$ cat src/design/palr_ram.sv
// ----------------------------------------------------------------------------
// palr_ram: generic simple dual-port RAM
// One write port, one read port, registered read data.
// ----------------------------------------------------------------------------
module palr_ram #(
  parameter int WIDTH = 8,
  parameter int DEPTH = 16
) (
  input  logic                     clk,
  input  logic                     we,
  input  logic [$clog2(DEPTH)-1:0] waddr,
  input  logic [WIDTH-1:0]         wdata,
  input  logic [$clog2(DEPTH)-1:0] raddr,
  output logic [WIDTH-1:0]         rdata
);

  logic [WIDTH-1:0] mem [DEPTH];

  always_ff @(posedge clk) begin
    if (we) begin
      mem[waddr] <= wdata;
    end
    rdata <= mem[raddr];
  end

endmodule

$ cat config.mk
export PLATFORM = sky130hd
export DESIGN_NAME = palr_ram
export DESIGN_NICKNAME = d
export VERILOG_FILES = /design/src/design/palr_ram.sv
export SDC_FILE = /design/constraint.sdc
export NUM_CORES = 1
export LEC_CHECK = 0
export BUFFER_PORTS_ARGS = -buffer_cell sky130_fd_sc_hd__buf_2
export CORE_ASPECT_RATIO = 1.75
export CORE_MARGIN = 2
export CORE_UTILIZATION = 60
export CTS_CLUSTER_DIAMETER = 100
export DETAILED_ROUTE_END_ITERATION = 8
export HOLD_SLACK_MARGIN = 0.12
export PLACE_DENSITY = 0.78
export SYNTH_ARGS = -nofsm -noshare
export SYNTH_HDL_FRONTEND = slang
export SYNTH_SLANG_ARGS = --single-unit
$ cat constraint.sdc
create_clock -name clk -period 4.55 [get_ports clk]
set_input_delay 0.455 -clock clk [delete_from_list [all_inputs] [get_ports clk]]
set_output_delay 0.455 -clock clk [all_outputs]
set_load 0.005 [all_outputs]
Word-level counts from Yosys, hierarchy flattened
Memory sizes are Yosys's and may differ from the RTL's. A register that Yosys moved wholly into a read port is not among the register bits.
Index checks and enable logic that the tools add are counted.

storage, ports and cells
  register bits = 0
  bits of input ports = 18
  logic and storage cells = 3
  memory bits (writable) = 128
  output and inout port bits = 8
  memories kept = 1

cells by class
  mux-type cells = 2

memory list
  memory  words  bits a word  read ports  clocked after memory_dff  wr ports  RTL line  RTL
  mem     16     8            1           1                         1         17        logic [WIDTH-1:0] mem [DEPTH];

operator list
  cell               number
  two-way mux 1 bit  2

Longest topological paths before layout
  depth after elaboration = 2
  gate-level depth with buffers = 5

Least setup slack after synthesis
No wires, ideal clock.

  kind = in2reg
  start point = input waddr[2]
  end point = memory mem[0][0] (enable)
  stages = 2
  buffers on the path = 0
  slack = 2,602 ps
  arrival = 1,565 ps
  required time = 4,167 ps
  cell sequence = or3b_2 nor3_1

RTL lines
  what             RTL line  RTL
  start, declared  11        input logic [$clog2(DEPTH)-1:0] waddr,
  end, declared    17

No word-level cell before the write port.

Worst setup path after layout
  start point = input waddr[2]
  end point = memory mem[0][4] (enable)

No word-level cell before the write port.

==> flow_metrics.tcl <==
set metrics [dict create \
    core_sq_um 8313 \
    p_clk_share_pct 46.4 \
    via_count 2412 \
    ys_seq_area_share_pct 77.78 \
    vdd_drop_max_uv 400.0 \
    slew_headroom_pct 15.85 \
    switchingPower_uw 544.2 \
    grt_usage_pct 23.44 \
    synth_cell_types 19 \
    synthArstFlopShare_pct 0 \
    internal_power_uw 2308 \
    cts_tree "built" \
    grt_max_degree 33 \
    die_height_microns 126.5 \
    yosys-top-cells-area "edfxtp_1 (75%), mux4_2 (7.9%), mux4_1 (7.1%)" \
    routed_wl_mm 9.654 \
    hold_depth 1 \
    cts_setup_buffers 0 \
    hold_viol_final 0 \
    critPathArrivalTime_ps 2050 \
    firstDrtPassIters 4 \
    grt_pass1_vias 2546 \
    synth_ff_type "edfxtp_1" \
    cts-buffers-inserted 17 \
    dieArea_sq_um 9365 \
    reg2reg_depth 3 \
    grt_pass1_wl_mm 14.78 \
    io_buffers 25 \
    hold_class "input pin to flop" \
    synth.top_cell.area_share_pct 74.67 \
    syn-num-nets 247 \
    vias_per_cell 6.137 \
    num_io_pins 26 \
    antenna_cells 0 \
    start_kind "input pin" \
    pwr-share-comb_pct 4.2 \
    die_x_microns 74.02 \
    hold_buffers 0 \
    row_count 44 \
    cts_max_level 4 \
    drt-met1-wl_mm 3.724 \
    syn_area_sq_um 5147 \
    synth_common_cells "edfxtp_1 (128), mux4_2 (18), a22oi_1 (16)" \
    top_layer_used "met4" \
    initial_utilization_pct 61.92 \
    yosysMostFrequentCell "edfxtp_1" \
    wire_per_inst_microns 24.56 \
    status "completed" \
    rsz0062_at_grt "no" \
    leakage_uw 0.001981 \
    final_util_pct 71.25 \
    post-route-min-period_ps 2036 \
    clkLatencyLatePin_ps 410 \
    place_hpwl_mm 5.830 \
    drcViolationCount 0 \
    fin_crit_sh_pct 44.75 \
    crit_path_max_fanout 8 \
    fin_nets 283 \
    overflow 0 \
    worst_setup_path_end_kind "flop" \
    worstPathRequired_ps 4570 \
    routabilityCongestion 0.7704 \
    cts_resized 0 \
    maxClockFrequency_ghz 0.4911 \
    wl_met3_microns 571 \
    yosys.area.top_type "edfxtp_1" \
    avgSynthCellArea_sq_um 22.48 \
    power_uw 2853 \
    tightest_slew_ps 1253 \
    clk_pin_slew_ps 60 \
    antenna_found_initial 0 \
    yosysWarnings 0 \
    placed_area_sq_um 5350 \
    fin_area_sq_um 5923 \
    cap_viol_max_count 0 \
    seqPwrFrac_pct 49.4 \
    nFillCells 492 \
    synth_edf_count 128 \
    power_density_nw_per_um2 481.6 \
    setup_viol 0 \
    postRouteAntennaNets 0 \
    maxSlewViolCount 0 \
    wl_met2_mm 5.146 \
    drt_iter0_drc 269 \
    ys_ff_latch 136 \
    path_class "input pin to flop" \
    finalSetupTns_ps 0 \
    numClockSinks 136 \
    area_growth_pct 15.07 \
    hold_slack_ps 424.8 \
    swShare_pct 19.08 \
    drive_above_1_share_pct 26.26 \
    synth_cells 229 \
    clockRootBuffer "clkbuf_16" \
    clock_path_buffers 2 \
    clock_skew_ps 7.632 \
]
[registers in the layout (all words and copies together) (netlist names)]
register and flops:
mem 128, rdata 8
[layout by cell type (no fill, tap or decap)]
master / Yosys / layout
nand3b_1: 2 / 2
clkbuf_1: 0 / 6
and2b_1: 1 / 1
bufinv_16: 0 / 3
buf_4: 1 / 2
mux4_2: 18 / 18
and2_1: 1 / 1
a22oi_1: 16 / 16
clkbuf_16: 0 / 17
nor3_2: 0 / 1
nand2_1: 9 / 9
clkinv_2: 0 / 4
nor2_1: 13 / 13
nand3_1: 1 / 1
nor3_1: 4 / 3
clkinvlp_4: 0 / 2
or3b_2: 1 / 1
edfxtp_1: 128 / 128
nor2b_1: 1 / 1
dfxtp_1: 8 / 8
buf_2: 3 / 25
mux4_1: 14 / 14
nand2b_1: 2 / 2
[area by class of cell]
| cell class | count | area [sq um] | share of cell area (%) |
|---|---|---|---|
| Tap cell | 115 | 143.9 | 2.429 |
| Clock inverter | 9 | 125.1 | 2.112 |
| Clock buffer | 23 | 447.9 | 7.562 |
| Timing Repair Buffer | 27 | 140.1 | 2.366 |
| Sequential cell | 136 | 4004 | 67.60 |
| Multi-Input combinational cell | 83 | 1062 | 17.93 |
[power groups by stage]
stage / clock (uW) / combinational [uW] / sequential (uW)
after floorplan: 0 / 71.1 / 1430
after global placement: 0 / 117 / 1430
after detailed placement: 0 / 121 / 1440
after CTS: 1340 / 121 / 1410
after global routing: 1400 / 131 / 1410
final: 1320 / 120 / 1410
[logic make-up after synthesis]
| group | after synthesis | synth area share [%] |
|---|---|---|
| and+or+nand+nor | 35 | 3.184 |
| AOI/OAI and AO/OA | 16 | 2.334 |
| muxes | 32 | 15.02 |
| buffers and inverters | 10 | 1.677 |
| DFF | 136 | 77.78 |
[path summary, 6_finish.rpt]
| path | slack, ps | startpoint | to |
|---|---|---|---|
| worst max-delay path | 2510 | waddr[2] | mem[0][4]$_DFFE_PP_ |
| worst min-delay path | 420 | wdata[0] | mem[3][0]$_DFFE_PP_ |
| worst max register to register | 3130 | mem[1][0]$_DFFE_PP_ | rdata[0]$_DFF_P_ |
| worst min register to register | 660 | mem[14][3]$_DFFE_PP_ | rdata[3]$_DFF_P_ |
[worst max-delay path, cell delays in order]
cell	delay [ps]
buf_2	120
or3b_2	510
nor3_1	970
[through the flow]
step / cells / setup WS [ps]
floorplan: 229 / 2602
global placement: 361 / 2024
detailed placement: 361 / 2006
CTS: 393 / 2485
global route: 393 / 2408
finish: 393 / 2514
[per-layer routing]
metal / vias up / track usage (%)
met2: 102 / 37.24
li1: 1041 / -
met5: - / 0
met1: 1255 / 30.47
met3: 14 / 6.275
met4: 0 / 10.16
Note: power is estimated with default switching activity, not from simulation.
